### config.mk
export PLATFORM = sky130hd
export DESIGN_NAME = keyed_runtime_accumulator_unit
export DESIGN_NICKNAME = d
export VERILOG_FILES = /design/src/hdl/kra_pkg.sv /design/src/hdl/keyed_runtime_accumulator_unit.sv /design/src/hdl/kra_ram.sv /design/src/hdl/kra_seq.sv
export SDC_FILE = /design/constraint.sdc
export NUM_CORES = 2
export LEC_CHECK = 0
export ABC_CLOCK_PERIOD_IN_PS = 18030
export BUFFER_PORTS_ARGS = -buffer_cell sky130_fd_sc_hd__buf_2
export CORE_MARGIN = 2
export CORE_UTILIZATION = 40
export DETAILED_ROUTE_END_ITERATION = 12
export GPL_TIMING_DRIVEN = 0
export SYNTH_ARGS = -nofsm -noshare
export SYNTH_HDL_FRONTEND = slang
export SYNTH_SLANG_ARGS = --single-unit
### constraint.sdc
create_clock -name clk -period 18.03 [get_ports clk]
set_input_delay 0.9015 -clock clk [delete_from_list [all_inputs] [get_ports clk]]
set_output_delay 0.9015 -clock clk [all_outputs]
set_load 0.005 [all_outputs]
### src/hdl/kra_pkg.sv
// shared types and constants for the keyed runtime accumulator
// no dependencies
`timescale 1ns / 1ps

package kra_pkg;

  localparam int unsigned TABLE_ENTRIES_DEF = 32;

  // request kinds
  localparam logic REQ_ADD  = 1'b0;
  localparam logic REQ_READ = 1'b1;

  typedef enum logic [2:0] {
    STAT_HIT    = 3'd0,
    STAT_NEW    = 3'd1,
    STAT_FULL   = 3'd2,
    STAT_RD_OK  = 3'd3,
    STAT_RD_BAD = 3'd4
  } kra_status_t;

  typedef enum logic [1:0] {
    S_IDLE,
    S_SCAN,
    S_READ
  } kra_state_t;

  typedef struct packed {
    logic        req_type;
    logic [15:0] domain_id;
    logic [31:0] slice_time;
    logic [4:0]  read_index;
  } kra_req_t;

  typedef struct packed {
    logic [2:0]  status;
    logic [5:0]  entry_count;
    logic [15:0] out_domain_id;
    logic [63:0] out_runtime;
    logic [63:0] out_total;
  } kra_res_t;

  typedef struct packed {
    logic [15:0] domain;
    logic [63:0] runtime;
  } kra_entry_t;

  typedef struct packed {
    logic        rd_en;
    logic        wr_en;
    logic        emit;
    kra_status_t status;
  } kra_ctl_t;

endpackage

### src/hdl/keyed_runtime_accumulator_unit.sv
// top level of the keyed runtime accumulator
// depends on kra_pkg, kra_seq and kra_ram
`timescale 1ns / 1ps

// keyed runtime accumulator
//
// input channel: an item is taken at a rising edge with start high and busy
// low. req_type add folds slice_time into the entry of domain_id (appending a
// new entry if the domain is unknown and there is room) and always into the
// grand total; req_type read returns the entry at read_index.
// result channel: one result per item, held on out_result for exactly one
// cycle while out_valid is high. the receiver cannot stall the block.
// table: the entries live in one single-port ram with a registered read. an
// add scans the used entries one per cycle, then writes back the match or a
// new entry, or drops the slice if the table is full; on an empty table the
// first entry is written without a scan. a read fetches the entry at
// read_index, or is answered without a ram read beyond the count.
// the ram read port sets the pace: busy stays high until the result strobe.
// reset: synchronous on rst_n, clears the count, the total and the sequencer.
// table contents are not cleared; only entries below the count are ever read.

module keyed_runtime_accumulator_unit #(
  parameter int unsigned TABLE_ENTRIES = kra_pkg::TABLE_ENTRIES_DEF
) (
  input  logic              clk,
  input  logic              rst_n,
  input  logic              start,
  output logic              busy,
  input  kra_pkg::kra_req_t in_req,
  output logic              out_valid,
  output kra_pkg::kra_res_t out_result
);
  import kra_pkg::*;

  localparam int unsigned IDX_W = (TABLE_ENTRIES > 1) ? $clog2(TABLE_ENTRIES) : 1;
  localparam int unsigned CNT_W = $clog2(TABLE_ENTRIES + 1);

  kra_ctl_t         ctl;
  logic [IDX_W-1:0] addr;
  logic [CNT_W-1:0] count;
  logic [8:0]       cnt_ext;
  logic             accept;
  logic             hit;

  // request held for the scan
  logic [15:0] dom_r, dom_nxt;
  logic [31:0] slice_r, slice_nxt;
  logic [15:0] cur_dom;
  logic [31:0] cur_slice;

  logic [63:0] total_r, total_nxt;
  logic        out_valid_r;
  kra_res_t    out_res_r, out_res_nxt;

  kra_entry_t  rd_entry;
  kra_entry_t  wr_entry;
  logic [63:0] sum;

  assign accept = start && !busy;

  kra_seq #(
    .TABLE_ENTRIES (TABLE_ENTRIES),
    .IDX_W         (IDX_W),
    .CNT_W         (CNT_W)
  ) u_seq (
    .clk        (clk),
    .rst_n      (rst_n),
    .accept     (accept),
    .req_type   (in_req.req_type),
    .read_index (in_req.read_index),
    .hit        (hit),
    .busy       (busy),
    .ctl        (ctl),
    .addr       (addr),
    .count      (count)
  );

  kra_ram #(
    .WIDTH ($bits(kra_entry_t)),
    .DEPTH (TABLE_ENTRIES),
    .AW    (IDX_W)
  ) u_ram (
    .clk   (clk),
    .rd_en (ctl.rd_en),
    .wr_en (ctl.wr_en),
    .addr  (addr),
    .wdata (wr_entry),
    .rdata (rd_entry)
  );

  // while idle the live request is used, else the captured one
  assign cur_dom   = busy ? dom_r : in_req.domain_id;
  assign cur_slice = busy ? slice_r : in_req.slice_time;

  // entry compare and runtime update on the ram read data
  assign hit = (rd_entry.domain == dom_r);
  assign sum = rd_entry.runtime + {32'b0, slice_r};

  always_comb begin
    wr_entry.domain = cur_dom;
    if (ctl.status == STAT_HIT) begin
      wr_entry.runtime = sum;
    end else begin
      wr_entry.runtime = {32'b0, cur_slice};
    end
  end

  always_comb begin
    dom_nxt   = dom_r;
    slice_nxt = slice_r;
    total_nxt = total_r;
    if (accept) begin
      dom_nxt   = in_req.domain_id;
      slice_nxt = in_req.slice_time;
      if (in_req.req_type == REQ_ADD) begin
        // dropped slices still count toward the total
        total_nxt = total_r + {32'b0, in_req.slice_time};
      end
    end
  end

  assign cnt_ext = 9'(count);

  // result beat
  always_comb begin
    out_res_nxt = out_res_r;
    if (ctl.emit) begin
      out_res_nxt.status      = ctl.status;
      out_res_nxt.entry_count = cnt_ext[5:0];
      out_res_nxt.out_total   = total_nxt;
      case (ctl.status)
        STAT_HIT: begin
          out_res_nxt.out_domain_id = cur_dom;
          out_res_nxt.out_runtime   = sum;
        end
        STAT_NEW: begin
          out_res_nxt.out_domain_id = cur_dom;
          out_res_nxt.out_runtime   = {32'b0, cur_slice};
        end
        STAT_FULL: begin
          out_res_nxt.out_domain_id = cur_dom;
          out_res_nxt.out_runtime   = '0;
        end
        STAT_RD_OK: begin
          out_res_nxt.out_domain_id = rd_entry.domain;
          out_res_nxt.out_runtime   = rd_entry.runtime;
        end
        default: begin
          out_res_nxt.out_domain_id = '0;
          out_res_nxt.out_runtime   = '0;
        end
      endcase
    end
  end

  always_ff @(posedge clk) begin
    if (!rst_n) begin
      total_r     <= '0;
      out_valid_r <= 1'b0;
    end else begin
      total_r     <= total_nxt;
      out_valid_r <= ctl.emit;
    end
  end

  // payload registers, no reset needed
  always_ff @(posedge clk) begin
    dom_r     <= dom_nxt;
    slice_r   <= slice_nxt;
    out_res_r <= out_res_nxt;
  end

  assign out_valid  = out_valid_r;
  assign out_result = out_res_r;

endmodule

### src/hdl/kra_ram.sv
// generic single-port ram with registered read
// no dependencies
`timescale 1ns / 1ps

module kra_ram #(
  parameter int unsigned WIDTH = 8,
  parameter int unsigned DEPTH = 32,
  parameter int unsigned AW    = (DEPTH > 1) ? $clog2(DEPTH) : 1
) (
  input  logic             clk,
  input  logic             rd_en,
  input  logic             wr_en,
  input  logic [AW-1:0]    addr,
  input  logic [WIDTH-1:0] wdata,
  output logic [WIDTH-1:0] rdata
);

  logic [WIDTH-1:0] mem [DEPTH];
  logic [WIDTH-1:0] rdata_r;

  always_ff @(posedge clk) begin
    if (wr_en) begin
      mem[addr] <= wdata;
    end
    if (rd_en) begin
      rdata_r <= mem[addr];
    end
  end

  assign rdata = rdata_r;

endmodule

### src/hdl/kra_seq.sv
// sequencer: scan pointer, entry count and ram command generation
// depends on kra_pkg
`timescale 1ns / 1ps

module kra_seq #(
  parameter int unsigned TABLE_ENTRIES = 32,
  parameter int unsigned IDX_W = (TABLE_ENTRIES > 1) ? $clog2(TABLE_ENTRIES) : 1,
  parameter int unsigned CNT_W = $clog2(TABLE_ENTRIES + 1)
) (
  input  logic               clk,
  input  logic               rst_n,
  input  logic               accept,
  input  logic               req_type,
  input  logic [4:0]         read_index,
  input  logic               hit,
  output logic               busy,
  output kra_pkg::kra_ctl_t  ctl,
  output logic [IDX_W-1:0]   addr,
  output logic [CNT_W-1:0]   count
);
  import kra_pkg::*;

  kra_state_t       state_r, state_nxt;
  logic [IDX_W-1:0] idx_r, idx_nxt;
  logic [CNT_W-1:0] used_r, used_nxt;
  logic [8:0]       ridx_ext;
  logic             ridx_ok;
  logic             empty;
  logic             full;
  logic             last;

  assign ridx_ext = {4'b0, read_index};
  assign ridx_ok  = ridx_ext < 9'(used_r);
  assign empty    = (used_r == '0);
  assign full     = (used_r == CNT_W'(TABLE_ENTRIES));
  assign last     = ((CNT_W'(idx_r) + CNT_W'(1)) == used_r);

  // next state
  always_comb begin
    state_nxt = state_r;
    unique case (state_r)
      S_IDLE: begin
        if (accept) begin
          if (req_type == REQ_READ) begin
            state_nxt = ridx_ok ? S_READ : S_IDLE;
          end else begin
            state_nxt = empty ? S_IDLE : S_SCAN;
          end
        end
      end
      S_SCAN: begin
        if (hit || last) begin
          state_nxt = S_IDLE;
        end
      end
      S_READ: begin
        state_nxt = S_IDLE;
      end
      default: state_nxt = S_IDLE;
    endcase
  end

  // outputs and counters
  always_comb begin
    ctl      = '0;
    ctl.status = STAT_HIT;
    addr     = idx_r;
    idx_nxt  = idx_r;
    used_nxt = used_r;
    unique case (state_r)
      S_IDLE: begin
        if (accept) begin
          idx_nxt = '0;
          if (req_type == REQ_READ) begin
            if (ridx_ok) begin
              ctl.rd_en = 1'b1;
              addr      = ridx_ext[IDX_W-1:0];
            end else begin
              ctl.emit   = 1'b1;
              ctl.status = STAT_RD_BAD;
            end
          end else if (empty) begin
            // first entry goes straight in
            ctl.wr_en  = 1'b1;
            ctl.emit   = 1'b1;
            ctl.status = STAT_NEW;
            addr       = '0;
            used_nxt   = used_r + CNT_W'(1);
          end else begin
            ctl.rd_en = 1'b1;
            addr      = '0;
          end
        end
      end
      S_SCAN: begin
        if (hit) begin
          ctl.wr_en  = 1'b1;
          ctl.emit   = 1'b1;
          ctl.status = STAT_HIT;
          addr       = idx_r;
        end else if (!last) begin
          ctl.rd_en = 1'b1;
          idx_nxt   = idx_r + IDX_W'(1);
          addr      = idx_nxt;
        end else if (full) begin
          ctl.emit   = 1'b1;
          ctl.status = STAT_FULL;
        end else begin
          ctl.wr_en  = 1'b1;
          ctl.emit   = 1'b1;
          ctl.status = STAT_NEW;
          addr       = used_r[IDX_W-1:0];
          used_nxt   = used_r + CNT_W'(1);
        end
      end
      S_READ: begin
        ctl.emit   = 1'b1;
        ctl.status = STAT_RD_OK;
      end
      default: begin
        ctl = '0;
      end
    endcase
  end

  always_ff @(posedge clk) begin
    if (!rst_n) begin
      state_r <= S_IDLE;
      idx_r   <= '0;
      used_r  <= '0;
    end else begin
      state_r <= state_nxt;
      idx_r   <= idx_nxt;
      used_r  <= used_nxt;
    end
  end

  assign busy  = (state_r != S_IDLE);
  assign count = used_nxt;

endmodule

==> results by stage <==
Outcome:
- The flow ran to the end, but the final reports show violations.
- The final reports fail on capacitance limit, slew limit.

Drt:
- The number of antenna-violating nets in the routed design is 0.
- The pre-antenna-repair detailed-routing pass consisted of 5 iterations.
- In the final routed layout, each cell accounts on average for 29.94 um.
- The post-detailed-route DRC marker count is 0.
- In the routed layout, each cell is associated on average with a via count of 5.722.
- After detailed routing, the total wire length is 333800 um.
- For this block, the initial DRC count from the detailed router was 7516.
- Summing over every cut layer, the via total after detailed routing is 63790.

Timing:
- In the final timing run, aggregate negative setup slack is 0 ns.
- The final count of hold timing violations is 0.
- For the pin with the worst max-slew slack, the measured transition is 1.509 ns.
- Counting I/O delays and the setup requirement, the final critical path takes 7.376 ns.
- The final clock period utilization by the worst path is 40.91%.
- In the post-route analysis, the smallest setup slack over all paths is 10.65 ns.
- Setup repair after global routing left no endpoint under its margin.
- The peak clock frequency supported by timing is 0.1356 GHz.
- Headroom to the max-slew limit came out at -0.5841%.
- The final count of pins violating max slew is 11.
- Setup violations remaining at the end of the flow were counted as 0.
- The final clock skew is 0.09965 ns.

Floorplan:
- Once the floorplan was initialized, standard cells occupied 40.13% of the core.
- For this design the top-level I/O count stands at 212.
- The count of standard-cell rows is 198.
- The floorplan step defined a die boundary enclosing 295600 um2.
- The y dimension of the die is 543.7 um.
- The die boundary width is 543.7 um.
- In this run the standard cell core region covers 290300 um2.

Setup path:
- The worst endpoint required time is 18.56 ns.
- The path type of the worst setup path is reg2reg.
- Of all nets on the critical path, the largest fanout is 24.
- The critical path launch point type is a flop.
- The arrival time at the worst endpoint is 7.91 ns.
- The worst setup path is captured at a flop.

Yosys:
- The commonest register cell after synthesis is edfxtp_1.
- Counting flops and latches in the post-synthesis netlist gives 2919.
- Each instance of the synthesized netlist takes up on average 18.62 um2.
- In this run, synthesis inferred 2841 flip-flops with an integrated enable.
- The async set-or-reset flop fraction in the synthesized netlist is 0%.
- The cell area after synthesis is 116500 um2.
- The synthesized netlist contains 68 unique library cells.
- The Yosys step of the flow raised 0 warnings.
- Synthesis handed over a netlist of 6258 instances.
- The share of the Yosys chip area taken by registers is 74.56%.
- When the netlist entered floorplanning its net count stood at 6388.

Clock network:
- The post-cts sizing count is 0.
- The clock tree root buffer cell is clkbuf_16.
- The H-tree level count is 5.
- The total of hold buffers inserted after clock tree synthesis is 0.
- The buffers inserted during post-CTS setup optimization is 0.
- The clock drives 2919 sinks.
- The register clock-pin slew on the reported worst setup and hold paths is 0.06 ns.
- The maximum count of clock buffers along a single path is 4.
- TritonCTS created 316 clock buffers.
- The later pin in the worst-skew pair is clocked with a latency of 0.90 ns.
- TritonCTS built the clock tree.

Job:
- The max-capacitance violation count is 1.

Pwr:
- Across the VDD grid, the largest voltage drop is 0.00007087 V.
- The leakage power figure is 0.05011 uW.
- The power per cell area is 117.2 nW/um2.

GRT:
- The initial antenna violation count is 25.
- Global routing consumed, on the met1 layer, 31.58% of the routing resources.
- For this run, global-route usage on met2 was measured as 34.77%.
- The met3 routing resource usage after global routing is 4.000%.
- The number of global-route vias before repair is 63220.
- The final global-route overflow total is 0.
- The maximum number of pins on one net before global-route repair is 50.
- The layer flagged by global routing as most heavily used is met2.
- The total global routing track utilization is 22.18%.
- The first global-routing pass estimated 466600 um of wire.

Final layout:
- In the layout the commonest cells are 2841 x edfxtp_1, 934 x mux2i_1, 340 x mux4_2.
- The library cell used most frequently in the layout, excluding fill and tap cells, is edfxtp_1.
- The final net count is 7114.
- The number of filler instances in the final layout is 24290.
- The growth of design area from synthesis to finish is 17.72%.
- In the final layout, the share of cells above drive strength 1 is 20.31%.

Hold path:
- The path class of the tightest hold or removal check is in2reg.

Placed design:
- The worst slack at placement is 10.93 ns.
- The HPWL after detailed placement is 231900 um.
- The routability congestion estimate is 0.8714.
- Input and output buffers added on the ports amount to 210.
worst max-delay path: stages (launching register included):
cell and delay [ns]:
edfxtp_1 0.42, xnor2_1 0.67, nand4_1 0.25, nor4_4 0.69, nor2_1 0.15, o211ai_1 0.17
nand3_1 0.95, clkbuf_2 0.54, buf_12 0.24, clkbuf_1 0.43, nor2_1 0.30, nand2_1 0.49
nor2_4 1.01, buf_12 0.30, buf_12 0.23
cells in the mapped netlist (5+ instances only):
library cell  count  area share [%]
nor4b_1           6           0.045
xor2_1           51            0.38
edfxtp_1       2841              73
nand3b_1          5           0.032
mux4_2          340             6.6
a21oi_1          80            0.34
a22oi_1         325             2.1
o31ai_1          12           0.077
nand2_1         265            0.85
o221ai_1         13           0.098
o21bai_1          8           0.052
buf_2           120            0.52
inv_1            42            0.14
o21a_1           10           0.064
nor2_1          134            0.43
ha_1             71            0.76
nor2b_1          16           0.086
o31a_1            5           0.038
or4_1             5           0.032
nor3b_1           8           0.052
or3_1            10           0.054
dfxtp_1          78             1.3
clkbuf_1        156            0.50
nand4_1          94            0.50
o21ai_0         132            0.57
buf_6            19            0.18
buf_4            16            0.10
a211oi_1          7           0.045
o211ai_1         22            0.14
nand2b_1         20            0.11
a21o_1           50            0.32
a31oi_1          12           0.064
mux2i_1         944             8.1
buf_1            11           0.035
and3_1           25            0.13
nor4_1           16           0.086
and4_1            6           0.045
xnor2_1          85            0.64
nand3_1          37            0.16
o22ai_1           5           0.027
and2_1           77            0.41
nor3_1           29            0.12
kinds of logic (layout without fill, tap and decap cells):
| family | count (synthesis) | count (layout) | synth area share (%) |
|---|---|---|---|
| fa+ha+maj | 73 | 73 | 0.7968 |
| buf+inv | 366 | 1337 | 1.482 |
| xor+xnor | 136 | 136 | 1.022 |
| other cells | 0 | 19 | 0 |
| compound gates | 721 | 721 | 4.236 |
| flops | 2919 | 2919 | 74.56 |
| mux | 1284 | 1284 | 14.68 |
| simple gates | 759 | 759 | 3.219 |
registers in the layout (all words and copies together) (netlist names):
register and flops:
total_r 64, out_result 153, u_seq.idx_r 5, dom_r 16, u_seq.used_r 6, slice_r 32
out_valid 1, u_ram.mem 2560, u_seq.state_r 2, u_ram.rdata 80
stage by stage:
stage / instances / hold slack, ns / total power, uW / area, um2 / util [%]
after CTS: 11130 / 0.2038 / 16150 / 137100 / 47.22
after floorplan: 6258 / 0.5091 / 8991 / 116500 / -
after global placement: 10370 / 0.5529 / 9640 / 122400 / 42.17
after global routing: 11130 / 0.2311 / 16530 / 137100 / 47.23
after detailed placement: 10570 / 0.5341 / 9753 / 126900 / 43.69
final: 11150 / 0.2579 / 16070 / 137200 / 47.24
worst paths after layout:
path | startpoint | slack, ns | depth (start not counted) | end
setup / recovery | u_ram.rdata[65]$_DFFE_PP_ | 10.65 | 14 | u_ram.mem[5][36]$_DFFE_PP_
hold / removal | in_req[41] | 0.26 | 1 | dom_r[4]$_DFFE_PP_
setup reg to reg | u_ram.rdata[65]$_DFFE_PP_ | 10.65 | 14 | u_ram.mem[5][36]$_DFFE_PP_
hold reg to reg | total_r[5]$_SDFF_PN0_ | 0.56 | 2 | out_result[5]$_DFFE_PP_
cell type report:
cell class                      instances  area, um2  area share [%]
Antenna cell                           19      47.55         0.03466
Buffer                                322       1574           1.148
Clock buffer                          377       8230           6.000
Clock inverter                        186       2033           1.482
Inverter                               44      167.7          0.1222
Multi-Input combinational cell       2973      28470           20.75
Sequential cell                      2919      86870           63.34
Tap cell                             3900       4880           3.558
Timing Repair Buffer                  408       4890           3.565
per-layer routing:
| layer | share of wire (%) | vias to the layer above |
|---|---|---|
| met2 | 46 | 3035 |
| met5 | 0.0039 | - |
| met4 | 3.2 | 2 |
| met3 | 8.7 | 533 |
| met1 | 42 | 33370 |
| li1 | - | 26850 |
power by group:
group / internal, uW / switching [uW]
Sequential: 7890 / 50.7
Clock: 3770 / 2680
Combinational: 543 / 1130
Total: 12200 / 3870
No activity file was read; power rests on OpenSTA's default activity.
